File: config.mk
export PLATFORM = sky130hd
export DESIGN_NAME = field_line_run_detector
export DESIGN_NICKNAME = d
export VERILOG_FILES = /design/src/design/flrd_pkg.sv /design/src/design/flrd_cfg.sv /design/src/design/flrd_core.sv /design/src/design/field_line_run_detector.sv
export VERILOG_INCLUDE_DIRS = /design/src /design/src/design
export SDC_FILE = /design/constraint.sdc
export NUM_CORES = 1
export LEC_CHECK = 0
export BUFFER_PORTS_ARGS = -buffer_cell sky130_fd_sc_hd__clkbuf_2
export CORE_MARGIN = 2
export CORE_UTILIZATION = 32
export DETAILED_ROUTE_END_ITERATION = 6
export GPL_TIMING_DRIVEN = 0
export PLACE_DENSITY = 0.57
export SLEW_MARGIN = 15
export SYNTH_ARGS = -nofsm -noshare
export SYNTH_HDL_FRONTEND = slang
export SYNTH_SLANG_ARGS = --single-unit
File: constraint.sdc
create_clock -name clk -period 12.9 [get_ports clk]
set_input_delay 1.29 -clock clk [delete_from_list [all_inputs] [get_ports clk]]
set_output_delay 1.29 -clock clk [all_outputs]
set_load 0.02 [all_outputs]
File: src/design/field_line_run_detector_assert.svh
// Assertion macros used by the detector's core module.
`ifndef FIELD_LINE_RUN_DETECTOR_ASSERT_SVH
`define FIELD_LINE_RUN_DETECTOR_ASSERT_SVH

// Same-cycle implication, disabled during reset.
`define FLRD_ASSERT_NOW(name, ante, cons, msg) \
  name: assert property (@(posedge clk) disable iff (rst) (ante) |-> (cons)) \
    else $error(msg);

// Next-cycle implication, disabled during reset.
`define FLRD_ASSERT_NEXT(name, ante, cons, msg) \
  name: assert property (@(posedge clk) disable iff (rst) (ante) |=> (cons)) \
    else $error(msg);

`endif

File: src/design/flrd_pkg.sv
package flrd_pkg;

  localparam int SCAN_LEN   = 1024;
  localparam int SCAN_COUNT = 1024;

  localparam int POS_W  = $clog2(SCAN_LEN);
  localparam int RUN_W  = $clog2(SCAN_LEN + 1);
  localparam int SCAN_W = (SCAN_COUNT > 1) ? $clog2(SCAN_COUNT) : 1;

  localparam int LABEL_W = 8;
  localparam int CFG_IDX_W = 2;
  localparam int CFG_DATA_W = (RUN_W > LABEL_W) ? RUN_W : LABEL_W;

  // mode codes
  localparam logic [1:0] MODE_NONE  = 2'd0;
  localparam logic [1:0] MODE_FIELD = 2'd1;
  localparam logic [1:0] MODE_LINE  = 2'd2;

  // register indexes
  localparam logic [CFG_IDX_W-1:0] CFG_LINE_MASK   = 2'd0;
  localparam logic [CFG_IDX_W-1:0] CFG_FIELD_LABEL = 2'd1;
  localparam logic [CFG_IDX_W-1:0] CFG_MIN_WIDTH   = 2'd2;
  localparam logic [CFG_IDX_W-1:0] CFG_MAX_WIDTH   = 2'd3;

  localparam logic [LABEL_W-1:0] LINE_MASK_RST   = 8'h10;
  localparam logic [LABEL_W-1:0] FIELD_LABEL_RST = 8'h08;
  localparam logic [RUN_W-1:0]   MIN_WIDTH_RST   = RUN_W'(1);
  localparam logic [RUN_W-1:0]   MAX_WIDTH_RST   = RUN_W'(10);

  typedef struct packed {
    logic [LABEL_W-1:0] label;
    logic               scan_start;
  } pixel_t;

  typedef struct packed {
    logic [POS_W-1:0]  center;
    logic [RUN_W-1:0]  run_width;
    logic [SCAN_W-1:0] scan_number;
  } result_t;

  typedef struct packed {
    logic [LABEL_W-1:0] line_mask;
    logic [LABEL_W-1:0] field_label;
    logic [RUN_W-1:0]   min_width;
    logic [RUN_W-1:0]   max_width;
  } cfg_t;

endpackage

File: src/design/flrd_cfg.sv
module flrd_cfg
  import flrd_pkg::*;
(
  input  logic                  clk,
  input  logic                  rst,
  input  logic                  cfg_valid,
  output logic                  cfg_ready,
  input  logic [CFG_IDX_W-1:0]  cfg_index,
  input  logic [CFG_DATA_W-1:0] cfg_data,
  output cfg_t                  cfg
);

  assign cfg_ready = 1'b1;

  always_ff @(posedge clk) begin
    if (rst) begin
      cfg.line_mask   <= LINE_MASK_RST;
      cfg.field_label <= FIELD_LABEL_RST;
      cfg.min_width   <= MIN_WIDTH_RST;
      cfg.max_width   <= MAX_WIDTH_RST;
    end else if (cfg_valid && cfg_ready) begin
      case (cfg_index)
        CFG_LINE_MASK:   cfg.line_mask   <= cfg_data[LABEL_W-1:0];
        CFG_FIELD_LABEL: cfg.field_label <= cfg_data[LABEL_W-1:0];
        CFG_MIN_WIDTH:   cfg.min_width   <= cfg_data[RUN_W-1:0];
        CFG_MAX_WIDTH:   cfg.max_width   <= cfg_data[RUN_W-1:0];
        default: ;
      endcase
    end
  end

endmodule

File: src/design/flrd_core.sv
module flrd_core
  import flrd_pkg::*;
(
  input  logic    clk,
  input  logic    rst,
  input  cfg_t    cfg,
  input  logic    step,
  input  pixel_t  item,
  output logic    emit,
  output result_t res
);

  logic [1:0]        mode, mode_s, mode_next;
  logic [RUN_W-1:0]  run_count, run_s, run_next;
  logic [POS_W-1:0]  position, pos_s, pos_next;
  logic [SCAN_W-1:0] scan_count, scan_next;
  logic              begun, begun_next;
  logic              is_field, is_line, in_window;
  logic [RUN_W:0]    half_sum;
  logic [RUN_W-1:0]  half;
  logic [RUN_W-1:0]  pos_ext;

  // scan start acts first, as if a label 0 were seen with no report
  always_comb begin
    mode_s     = mode;
    run_s      = run_count;
    pos_s      = position;
    scan_next  = scan_count;
    begun_next = begun;
    if (item.scan_start) begin
      mode_s     = (cfg.field_label == '0) ? MODE_FIELD : MODE_NONE;
      run_s      = '0;
      pos_s      = '0;
      begun_next = 1'b1;
      if (begun) begin
        scan_next = (scan_count == SCAN_W'(SCAN_COUNT - 1)) ? '0 : scan_count + 1'b1;
      end
    end
  end

  assign is_field  = (item.label == cfg.field_label);
  assign is_line   = ((item.label & cfg.line_mask) != '0);
  assign in_window = (run_s >= cfg.min_width) && (run_s <= cfg.max_width);

  always_comb begin
    mode_next = mode_s;
    run_next  = run_s;
    emit      = 1'b0;
    case (mode_s)
      MODE_NONE: begin
        if (is_field) mode_next = MODE_FIELD;
      end
      MODE_FIELD: begin
        if (is_line) begin
          mode_next = MODE_LINE;
          run_next  = RUN_W'(1);
        end else if (!is_field) begin
          mode_next = MODE_NONE;
        end
      end
      MODE_LINE: begin
        if (is_field) begin
          mode_next = MODE_FIELD;
          emit      = in_window;
        end else if (!is_line) begin
          mode_next = MODE_NONE;
        end else if (run_s < RUN_W'(SCAN_LEN)) begin
          run_next = run_s + 1'b1;
        end
      end
      default: mode_next = MODE_NONE;
    endcase
  end

  assign pos_next = (pos_s < POS_W'(SCAN_LEN - 1)) ? pos_s + 1'b1 : pos_s;

  // center = position - ceil(width/2), clamped at zero
  assign half_sum = {1'b0, run_s} + 1'b1;
  assign half     = half_sum[RUN_W:1];
  assign pos_ext  = RUN_W'(pos_s);

  always_comb begin
    res.run_width   = run_s;
    res.scan_number = scan_next;
    res.center      = (pos_ext >= half) ? POS_W'(pos_ext - half) : '0;
  end

  always_ff @(posedge clk) begin
    if (rst) begin
      mode       <= MODE_NONE;
      run_count  <= '0;
      position   <= '0;
      scan_count <= '0;
      begun      <= 1'b0;
    end else if (step) begin
      mode       <= mode_next;
      run_count  <= run_next;
      position   <= pos_next;
      scan_count <= scan_next;
      begun      <= begun_next;
    end
  end

`include "field_line_run_detector_assert.svh"

  `FLRD_ASSERT_NOW(a_run_in_range, mode == MODE_LINE, run_count != '0 && run_count <= RUN_W'(SCAN_LEN), "run count out of range in LINE")
  `FLRD_ASSERT_NEXT(a_start_pos, step && item.scan_start, position == POS_W'(1), "position not restarted by scan start")
  `FLRD_ASSERT_NEXT(a_emit_to_field, step && emit, mode == MODE_FIELD, "report without return to FIELD")
  `FLRD_ASSERT_NEXT(a_pos_sat, step && !item.scan_start && position == POS_W'(SCAN_LEN - 1), position == POS_W'(SCAN_LEN - 1), "saturated position moved")

endmodule

File: src/design/field_line_run_detector.sv
// A pixel enters the input register; its result leaves from the result register.
// Throughput: one pixel transaction per cycle; the run state machine updates once per pixel.
// The pixel side stalls only while the input register and the result register are both full
// and the result side stalls.
// Reset (rst, synchronous, active high): valids drop, mode NONE, counters zero,
// registers back to line_mask 0x10, field_label 0x08, min_width 1, max_width 10.
module field_line_run_detector
  import flrd_pkg::*;
(
  input  logic                  clk,
  input  logic                  rst,
  // pixel channel
  input  logic                  pixel_valid,
  output logic                  pixel_stall,
  input  pixel_t                pixel,
  // result channel
  output logic                  result_valid,
  input  logic                  result_stall,
  output result_t               result,
  // configuration write channel
  input  logic                  cfg_valid,
  output logic                  cfg_ready,
  input  logic [CFG_IDX_W-1:0]  cfg_index,
  input  logic [CFG_DATA_W-1:0] cfg_data
);

  cfg_t    cfg;
  logic    in_valid;     // input register holds a pixel
  pixel_t  in_item;
  logic    res_free;     // result register can take a new transaction this cycle
  logic    step;         // pixel in the input register is consumed by the state machine
  logic    emit;
  result_t res;

  flrd_cfg u_cfg (
    .clk       (clk),
    .rst       (rst),
    .cfg_valid (cfg_valid),
    .cfg_ready (cfg_ready),
    .cfg_index (cfg_index),
    .cfg_data  (cfg_data),
    .cfg       (cfg)
  );

  // Result register doubles as the skid point: it frees up when empty or being taken.
  assign res_free    = !result_valid || !result_stall;
  assign step        = in_valid && res_free;
  // Input register refills whenever its pixel moves on or it is empty.
  assign pixel_stall = in_valid && !res_free;

  always_ff @(posedge clk) begin
    if (rst) begin
      in_valid <= 1'b0;
    end else if (!pixel_stall) begin
      in_valid <= pixel_valid;
    end
  end

  always_ff @(posedge clk) begin
    if (pixel_valid && !pixel_stall) begin
      in_item <= pixel;
    end
  end

  flrd_core u_core (
    .clk  (clk),
    .rst  (rst),
    .cfg  (cfg),
    .step (step),
    .item (in_item),
    .emit (emit),
    .res  (res)
  );

  // Most pixels report nothing; only a closed run in the width window loads a transaction.
  always_ff @(posedge clk) begin
    if (rst) begin
      result_valid <= 1'b0;
    end else if (res_free) begin
      result_valid <= step && emit;
    end
  end

  always_ff @(posedge clk) begin
    if (step && emit) begin
      result <= res;
    end
  end

endmodule

==> summary.txt, run 1 <==
Status
  – Status: completed

Pwr
  – Clock power frac: 50.0%
  – Max IR drop VDD: a little under 90 µV
  – PD cells: between 100 and 150 nW/µm²
  – Reg power frac: between 40% and 50%
  – Cell Int Power: between 0.6 and 0.7 mW
  – Net switching power: roughly 0.21 mW
  – Pleak: 2.88 nW
  – Sw frac: 24.1%
  – Logic pwr share: between 6 and 7%

Clocking
  – Post-CTS setup repair buffer count: 0
  – Clock Pin Slew Worst Setup and Hold Paths: around 0.050 ns
  – Clock buffer depth: 2
  – PostCTS Resize Cnt: 0
  – Worst-skew pair later-pin latency: roughly 0.42 ns
  – CTS tree: yes
  – Count of hold-fix buffers inserted at cts: 0
  – H-tree depth: 4
  – # clock sinks: about 110
  – CTS root buf: clkbuf_16
  – TritonCTS buffer count: 17

Synthesis
  – Number of flops mapped to enable cells by yosys: 40
  – FF+latch count, synth: approximately 110
  – Post-synth cell types: between 60 and 70
  – Syn Nets: between 700 and 800
  – Syn Area/Cell: between 8 and 9 µm²
  – Ys async rst share: 0%
  – Mapped Cells: roughly 700
  – Mapped cell area: 6190 µm²
  – Yosys warnings: 0
  – Seq/Total Area, Yosys: between 40% and 50%
  – Post-synth top flop: dfxtp_1

Route
  – Vias/cell: 4.96
  – Via count: between 5000 and 6000
  – ANT nets after route: 0
  – Wirelength per Cell: between 15 and 20 µm
  – Drt first pass iters: 4
  – Drt first-iter violations: between 300 and 400
  – Residual DRC count: 0
  – Drt total wl: ~17000 µm

STA
  – RSZ-0062 raised after global routing: no
  – Setup-failing EPs final: 0
  – Fmax: 0.210 GHz
  – Tmin final: approximately 4.8 ns
  – Worst-margin pin slew: approximately 0.7 ns
  – Worst hold margin: 0.456 ns
  – Slew HR: about 52%
  – Endpoints failing hold: 0
  – Max-slew violation count: 0
  – Setup Total Neg Slack: 0 ns
  – Crit share post-route: 37.0%
  – Layout Skew: ~0.0085 ns

Critical path
  – Slowest CP cell: edfxtp_1
  – Critical path cell sequence: buf_2 -> clkbuf_1 -> clkbuf_1 -> nor2b_1 -> ha_1 -> and3b_1 -> a2111oi_0 -> a21oi_1 -> o21bai_1 -> a31oi_1 -> nor3_2 -> buf_4 -> buf_4
  – Kind of critical path: reg -> reg
  – Slowest cell delay on critical path: between 0.6 and 0.7 ns
  – CP Launch Type: flip-flop
  – Worst setup EP type: flip-flop
  – Critical path data required time: ~13 ns
  – Largest fanout on the critical path: 11
  – CP Data Arrival Time: a little under 5 ns

Final layout
  – Commonest cells after routing, fill and taps aside: nand2_1, dfxtp_1, nor2_1
  – Layout cells sized above 1: around 13%
  – Syn-to-layout area delta: 19.4%
  – Most common cell after layout, fill and taps aside: nand2_1
  – Util after Layout: roughly 40%
  – Antenna fix cells: 0
  – FILL cells: about 1900
  – Nets: approximately 840

Placement
  – Port bufs: 58
  – DP HPWL: between 10000 and 15000 µm
  – Placer congestion estimate: just over 0.9

Die
  – Core box area: 18800 µm²
  – Die width: 143 µm
  – Initial Util: between 30% and 40%
  – Die area: around 20000 µm²
  – Ports: 61
  – Die Y-Extent: between 100 and 150 µm
  – # rows: 50

GRT
  – Largest net degree at the start of global routing: 17
  – Vias in the first global route: approximately 5100
  – Total Routing Usage GR: around 17%
  – First-pass GRT wire length: approximately 27000 µm
  – Antenna violations before repair: 0
  – Overflow after GRT: 0

Flow run
  – Number of max-cap violations: 0

Worst hold path
  – Worst hold-check path type: reg -> reg
## path summary, 6_finish.rpt
check                start            end  slack (ns)  cells past startpoint
max             in_item[0]      result[3]        8.13                     13
min          u_cfg.cfg[21]  u_cfg.cfg[21]        0.46                      2
max reg2reg     in_item[0]      result[3]        8.13                     13
min reg2reg  u_cfg.cfg[21]  u_cfg.cfg[21]        0.46                      2
## critical path, delay by kind of cell (launching register included)
family	cells	cell delay [ns]
DFF	1	0.66
and+or+nand+nor	3	0.76
buffers and inverters	5	1.73
AOI/OAI and AO/OA	4	1.07
adders and majority gates	1	0.23
## flip-flops by register name (all words and copies together) (netlist names)
| register | flops |
|---|---|
| u_core.mode | 2 |
| u_core.position | 10 |
| result | 31 |
| u_core.scan_count | 10 |
| in_valid | 1 |
| u_core.begun | 1 |
| u_core.run_count | 11 |
| result_valid | 1 |
| u_cfg.cfg | 38 |
| in_item | 9 |
## power by group through the flow
stage	Clock, mW	Combinational [mW]	Sequential (mW)
finish	0.445	0.0592	0.385
floorplan	0	0.0385	0.390
global route	0.468	0.0658	0.386
CTS	0.453	0.0589	0.385
global placement	0	0.0581	0.393
detailed placement	0	0.0585	0.393
## synth_stat cells (all sizes together), types with 3 or more instances
cell type	count	area share [%]
a211oi	4	0.49
a21boi	6	0.73
a21o	4	0.49
a21oi	57	4.6
a22oi	7	0.85
a31oi	9	0.91
and2	4	0.40
and3	8	0.81
and4	5	0.71
buf	9	0.79
clkbuf	24	1.5
dfxtp	74	24
edfxtp	40	19
ha	34	6.9
inv	34	2.1
mux2i	16	2.6
nand2	99	6.0
nand2b	4	0.53
nand3	15	1.2
nand3b	5	0.61
nand4	13	1.3
nor2	64	3.9
nor2b	22	2.2
nor3	23	1.9
nor3b	4	0.49
nor4	6	0.61
o211ai	6	0.73
o21a	6	0.73
o21ai	21	1.7
o32ai	3	0.42
or3	7	0.71
xnor2	30	4.2
xor2	7	0.99
## layout make-up
cell class	instances	area (µm²)	share of cell area, %
Multi-Input combinational cell	520	3250	43.9
Sequential cell	114	2680	36.3
Clock buffer	23	510	6.91
Tap cell	260	325	4.40
Timing Repair Buffer	61	313	4.23
Buffer	33	139	1.88
Inverter	34	128	1.73
Clock inverter	8	48.8	0.660
## metrics by stage
stage          total power, mW  std cells  cell area [µm²]  setup slack [ns]
2_1_floorplan            0.429        701             6190              7.84
3_3_place_gp             0.451       1019             6810              5.43
3_5_place_dp             0.451       1022             6830              8.16
4_1_cts                  0.897       1053             7390              8.15
5_1_grt                  0.920       1053             7390              7.85
6_report                 0.890       1053             7390              8.13
## kinds of logic (layout without fill, tap and decap cells)
logic type / count (synthesis) / in the layout / synth area share [%]
multiplexers: 16 / 16 / 2.59
XOR/XNOR: 37 / 37 / 5.24
AO/OA/AOI/OAI: 140 / 140 / 14.2
other: 1 / 1 / 0.0606
buffers and inverters: 67 / 159 / 4.31
adder cells (fa/ha/maj): 37 / 37 / 7.54
flip-flops: 114 / 114 / 43.3
AND/OR/NAND/NOR: 289 / 289 / 22.8
## per-layer routing
| metal | vias to the layer above | share of wire [%] | routed length [µm] | track usage, % |
|---|---|---|---|---|
| li1 | 2635 | - | - | - |
| met1 | 2467 | 49 | 8300 | 23.7 |
| met2 | 112 | 45 | 7650 | 27.4 |
| met3 | 14 | 4.3 | 731 | 3.79 |
| met4 | 0 | 0.91 | 154 | 4.79 |
| met5 | - | 0 | 0 | 0 |
Power figures use the tool's default switching activity.
==> run 2, diff against run 1 <==
ABC_AREA = 1   (was default)
PLACE_DENSITY = 0.59   (was 0.57)
clock period = 4.3 ns   (was 12.9 ns; I/O delays follow)
==> run 2 against run 1 <==
Wire length grew 1.8%. Design area grew 4.8%. Sequential share of layout area shrank 1.7 points. Global-route usage shrank 0.93 points. Critical path type unchanged. Largest cell class unchanged. Synthesized area grew 5.9%. Count of clock-buffer cells in the layout shrank 4. Non-clock buffer count shrank 13.
==> summary.txt, run 2 <==
Pwr
  – Max IR drop VDD: roughly 280 µV
  – PD cells: 364 nW/µm²
  – Overall Power: between 2 and 3 mW
  – Pleak: 3.36 nW
  – Logic pwr share: 11.0%
  – Sw frac: 26.7%
  – Clock power frac: a little under half
  – Reg power frac: a little over two fifths
  – Net switching power: around 0.75 mW
  – Cell Int Power: ~2.1 mW

Critical path
  – Slowest CP cell: edfxtp_1
  – R2r startpoint: in_item[0]
  – Crit-path leading delay family: simple AND/OR/NAND/NOR gates
  – Slowest cell delay on critical path: ~0.37 ns
  – CP Launch Type: flip-flop
  – Critical path data required time: ~4.5 ns
  – Worst setup EP type: flip-flop
  – Crit path top cell by count: nand2_1
  – Worst Setup SP: in_item[0]
  – Critical path cell sequence: buf_6 -> inv_8 -> buf_6 -> nand2_2 -> inv_2 -> ha_1 -> nand3_1 -> nor2_2 -> xor2_1 -> ha_1 -> inv_1 -> nor3_1 -> nand2_1 -> nand2_1 -> nand2_1 -> o311ai_0 -> nand2_1 -> nand2_1 -> nand2_2 -> nor2_1
  – Worst path buffer plus inverter count: 5
  – Kind of critical path: reg -> reg
  – CP Data Arrival Time: 3.69 ns
  – Largest fanout on the critical path: 10

Route
  – Drt first-iter violations: roughly 510
  – Drt total wl: ~17000 µm
  – Residual DRC count: 0
  – Drt first pass iters: 7
  – ANT nets after route: 0
  – Wirelength per Cell: between 10 and 15 µm
  – Vias/cell: about 4.7
  – Via count: 5884

Final layout
  – Most common cell after layout, fill and taps aside: nand2_1
  – Commonest cells after routing, fill and taps aside: nand2_1, inv_1, a21oi_1
  – Nets: 1019
  – Max reg flops: 38
  – Syn-to-layout area delta: 18.2%
  – Layout cells sized above 1: about 15%
  – Antenna fix cells: 0
  – Largest regs: u_cfg.cfg (38), result (31), u_core.run_count (11)
  – Largest Register: u_cfg.cfg

Synthesis
  – Post-synth top area cell: dfxtp_1
  – Syn Area/Cell: approximately 7.5 µm²
  – FF+latch count, synth: about 110
  – Synth top area cells: dfxtp_1, edfxtp_1, nand2_1, inv_1, a21oi_1
  – Syn Nets: 941
  – Yosys top cell area share: between 20 and 25%
  – Post-synth top flop: dfxtp_1
  – Synth cell count leaders: nand2_1, inv_1, a21oi_1
  – Seq/Total Area, Yosys: 40.9%
  – Mapped cell area: 6560 µm²
  – Most numerous cell in the Yosys netlist: nand2_1
  – Yosys warnings: 0
  – Number of flops mapped to enable cells by yosys: 40
  – Ys async rst share: 0%
  – Post-synth cell types: 45
  – Mapped Cells: about 900

STA
  – Tmin final: 3.51 ns
  – Layout Skew: 0.00859 ns
  – RSZ-0062 raised after global routing: no
  – Crit share post-route: 81.7%
  – Worst-margin pin slew: 0.809 ns
  – Setup-failing EPs final: 0
  – Slew HR: between 40% and 50%
  – Endpoints failing hold: 0
  – Max-slew violation count: 0
  – Fmax: ~0.28 GHz
  – Setup Total Neg Slack: 0 ns

Flow run
  – Number of max-cap violations: 0

Clocking
  – Clock buffer depth: 2
  – Post-CTS setup repair buffer count: 0
  – # clock sinks: 114
  – Clock Pin Slew Worst Setup and Hold Paths: 0.06 ns
  – TritonCTS buffer count: 17
  – Worst-skew pair later-pin latency: about 0.43 ns
  – H-tree depth: 4
  – PostCTS Resize Cnt: 0
  – CTS root buf: clkbuf_16
  – CTS tree: yes
  – Count of hold-fix buffers inserted at cts: 0

Die
  – Die width: roughly 150 µm
  – Ports: 61
  – Core box area: just over 20000 µm²
  – Initial Util: between 30% and 40%
  – Die area: 21600 µm²
  – # rows: 52
  – Die Y-Extent: approximately 150 µm

GRT
  – First-pass GRT wire length: 27700 µm
  – Vias in the first global route: 5385
  – Overflow after GRT: 0
  – Total Routing Usage GR: around 16%
  – Largest net degree at the start of global routing: 32
  – Antenna violations before repair: 0

Status
  – Status: completed

Placement
  – Placer congestion estimate: 0.892
  – DP HPWL: between 10000 and 15000 µm
  – Port bufs: 59

Worst hold path
  – Worst hold start: pixel[6]
  – Worst hold-check path type: in -> reg
-- run 2: power groups by stage --
stage	Sequential (mW)	Clock, mW	Combinational, mW
floorplan	1.20	0	0.225
global placement	1.20	0	0.308
detailed placement	1.20	0	0.309
CTS	1.18	1.35	0.311
global route	1.18	1.40	0.355
finish	1.18	1.33	0.311
-- run 2: cell type report --
type                    count  area [µm²]
inverters                 131         499
plain buffers              22         111
fillers                  2174       12400
clock buffers              19         443
well taps                 270         338
flip-flops and latches    114        2680
repair buffers             59         295
clock inverters            13         114
multi-input cells         612        3260
-- run 2: worst paths after layout --
path / cells past startpoint / slack (ns) / endpoint
setup reg to reg: 20 / 0.79 / result[21]
hold / removal: 1 / 0.17 / in_item[6]
setup / recovery: 20 / 0.79 / result[21]
hold reg to reg: 2 / 0.45 / u_cfg.cfg[31]
-- run 2: cell families after synthesis --
kind of cell / Yosys count / synth area share (%)
compound gates: 174 / 13.8
xor+xnor: 21 / 2.81
fa+ha+maj: 35 / 6.80
buf+inv: 153 / 9.31
flops: 114 / 40.9
other cells: 1 / 0.0572
simple gates: 381 / 26.3
-- run 2: per-stage QoR --
| stage | setup WS [ns] | hold slack (ns) | util, % | instances | area [µm²] |
|---|---|---|---|---|---|
| after detailed placement | 0.844 | 0.445 | 35.6 | 1208 | 7190 |
| after floorplan | 1.44 | 0.425 | - | 879 | 6560 |
| final | 0.785 | 0.174 | 38.4 | 1240 | 7740 |
| after global placement | 0.471 | 0.440 | 35.6 | 1208 | 7190 |
| after CTS | 0.822 | 0.161 | 38.4 | 1240 | 7740 |
| after global routing | 0.426 | 0.153 | 38.4 | 1240 | 7740 |
-- run 2: worst reg2reg max path: stages, from the launching register on --
cell and delay (ns):
edfxtp_1 0.37, buf_6 0.18, inv_8 0.10, buf_6 0.18
nand2_2 0.16, inv_2 0.13, ha_1 0.17, nand3_1 0.13
nor2_2 0.25, xor2_1 0.32, ha_1 0.35, inv_1 0.12
nor3_1 0.06, nand2_1 0.06, nand2_1 0.09, nand2_1 0.08
o311ai_0 0.13, nand2_1 0.09, nand2_1 0.06, nand2_2 0.16
nor2_1 0.07
-- run 2: metal layers --
metal | global-route usage [%] | routed length [µm]
met4 | 5.58 | 252
met2 | 26.1 | 7810
met3 | 3.76 | 951
met1 | 21.8 | 8130
met5 | 0 | 0
==> run 3, diff against run 2 <==
clock period = 3.2 ns   (was 4.3 ns; I/O delays follow)
==> run 3 against run 2 <==
Worst setup slack worse by 0.60 ns. Flip-flop and latch count stayed put. Design area increased by 3.1%. Sequential share of layout area is 1.1 points lower. Wire length up 2.2%. Utilization rose by 1.2 points. Count of clock-buffer cells in the layout unchanged. Total power rose by 36%. Fmax increased by 17%. Clock skew hardly changed. Critical endpoint is now result[30]. Largest cell class unchanged.
==> summary.txt, run 3 (synthesis results as in run 2) <==
Status
  – Status: completed

Pwr
  – Overall Power: ~3.8 mW
  – PD cells: between 400 and 500 nW/µm²
  – Max IR drop VDD: ~370 µV
  – Pleak: 3.44 nW

Final layout
  – Layout Cells excl Fill: 1249
  – Most common cell after layout, fill and taps aside: nand2_1
  – Nets: roughly 1000
  – Util after Layout: between 30% and 40%
  – Syn-to-layout area delta: 21.9%
  – Reg area: around 2700 µm²
  – Area of the multi-input gates: around 3400 µm²
  – Largest regs: u_cfg.cfg (38), result (31), u_core.run_count (11)
  – Max reg flops: 38
  – Layout cells sized above 1: between 15 and 20%
  – Fin area: between 7000 and 8000 µm²
  – Largest Register: u_cfg.cfg
  – FILL cells: roughly 2200
  – Antenna fix cells: 0
  – Commonest cells after routing, fill and taps aside: nand2_1, inv_1, a21oi_1

Clocking
  – H-tree depth: 4
  – TritonCTS buffer count: 17
  – Clock Pin Slew Worst Setup and Hold Paths: about 0.06 ns
  – CTS tree: yes
  – Clock buffer depth: 2
  – Worst-skew pair later-pin latency: 0.43 ns
  – CTS root buf: clkbuf_16
  – Count of hold-fix buffers inserted at cts: 0
  – # clock sinks: ~110

GRT
  – Total Routing Usage GR: 16.4%
  – Vias in the first global route: approximately 5400
  – First-pass GRT wire length: ~28000 µm
  – Largest net degree at the start of global routing: 32
  – Overflow after GRT: 0
  – Antenna violations before repair: 0

Placement
  – DP Worst Slack: -0.256 ns
  – Placer congestion estimate: 0.892
  – Placement Cell Area: between 7000 and 8000 µm²
  – DP HPWL: between 10000 and 15000 µm
  – Cells after DPL: between 1000 and 1500
  – Port bufs: between 50 and 60

STA
  – Max-slew violation count: 0
  – Fmax: 0.332 GHz
  – Slew HR: roughly 46%
  – Worst Setup Slack, final: roughly 0.19 ns
  – Worst-margin pin slew: roughly 0.80 ns
  – Endpoints failing hold: 0
  – Setup-failing EPs final: 0
  – Crit share post-route: about 94%
  – Layout Skew: just under 0.009 ns
  – Tmin final: ~3 ns

Die
  – Die width: 147 µm
  – Core box area: roughly 20000 µm²
  – Ports: approximately 60
  – # rows: 52
  – Die Y-Extent: roughly 150 µm
  – Initial Util: 32.5%
  – Die area: 21600 µm²

Flow run
  – Number of max-cap violations: 0

Route
  – Drt first-iter violations: 498
  – Residual DRC count: 0
  – Drt total wl: 17500 µm
  – Drt first pass iters: 7
  – Wirelength per Cell: 14.0 µm
  – Via count: approximately 6000
  – ANT nets after route: 0
  – Vias/cell: 4.78

Worst hold path
  – Worst hold-check path type: in -> reg
  – Worst hold start: pixel[6]

Critical path
  – Slowest CP cell: edfxtp_1
  – Worst path buffer plus inverter count: 4
  – Slowest cell delay on critical path: around 0.41 ns
  – Crit-path leading delay family: simple AND/OR/NAND/NOR gates
  – R2r startpoint: in_item[0]
  – Largest fanout on the critical path: 7
  – Critical path cell sequence: buf_12 -> clkinv_8 -> buf_12 -> nand2_4 -> inv_4 -> ha_4 -> nand3_4 -> nor2_4 -> nand2_2 -> nand2_2 -> nand2_2 -> ha_4 -> nand2_1 -> nor3_2 -> nand2_1 -> nand2_2 -> nand2_1 -> o311ai_2 -> nand2_1 -> nand2_2 -> nand2_4 -> nor2_1
  – CP Data Arrival Time: 3.30 ns
  – Critical path data required time: approximately 3.5 ns
  – Crit path top cell by count: nand2_2
  – Worst setup EP type: flip-flop
  – Worst Setup SP: in_item[0]
  – CP Launch Type: flip-flop
  – Kind of critical path: reg -> reg
==> run 3: cell count changes in the layout (fill, tap and decap cells not counted), moves of 3 or more <==
cell / delta
nor2_1: -5
nand2_2: +3
buf_4: +8
nand2_1: -5
nor2_2: +3
ha_1: -3
ha_4: +3
nand2_4: +3
inv_2: -3
==> run 3: cell type report <==
cell class | instances | share of cell area (%)
clock inverters | 13 | 1.43
plain buffers | 22 | 1.61
clock buffers | 19 | 5.55
repair buffers | 67 | 4.45
inverters | 131 | 6.59
flip-flops and latches | 114 | 33.6
well taps | 270 | 4.23
multi-input cells | 613 | 42.6
==> run 3: routing by layer <==
layer | share of wire, % | vias to the layer above | global-route usage (%)
met3 | 5.1 | 27 | 3.76
met5 | 0 | - | 0
met1 | 47 | 2715 | 22.0
li1 | - | 3064 | -
met4 | 1.4 | 0 | 5.34
met2 | 46 | 164 | 26.4
==> run 3: stage by stage <==
step | setup TNS (ns) | hold WS [ns]
finish | 0 | 0.0642
detailed placement | -7.94 | 0.445
CTS | 0 | 0.0514
global route | -0.129 | 0.0431
global placement | -21.74 | 0.440
floorplan | 0 | 0.419
==> run 3: worst paths after layout <==
check / end / slack (ns) / cells after the start
worst max-delay path: result[30] / 0.19 / 22
worst min-delay path: in_item[6] / 0.06 / 1
worst max register to register: result[30] / 0.19 / 22
worst min register to register: u_cfg.cfg[31] / 0.45 / 2
==> run 3: power by group <==
part	leakage, nW	internal, mW	switching (mW)
Sequential	0.955	1.55	0.0337
Clock	0.261	1.08	0.702
Combinational	2.22	0.161	0.291
==> run 3: worst reg2reg max path, cell delays in order (launching register included) <==
cell and delay (ns):
edfxtp_1 0.41, buf_12 0.17, clkinv_8 0.08, buf_12 0.11, nand2_4 0.09, inv_4 0.08
ha_4 0.14, nand3_4 0.09, nor2_4 0.21, nand2_2 0.08, nand2_2 0.07, nand2_2 0.08
ha_4 0.30, nand2_1 0.09, nor3_2 0.13, nand2_1 0.09, nand2_2 0.08, nand2_1 0.08
o311ai_2 0.07, nand2_1 0.10, nand2_2 0.14, nand2_4 0.09, nor2_1 0.10
==> run 3: repair_timing <==
action | CTS | global route
cloned | 0 | 1
endpoints found under the setup margin | 41 | 41
buffers inserted | 1 | 7
hold endpoints to repair | 0 | 0
resized for setup | 13 | 25
pin swaps | 1 | 5
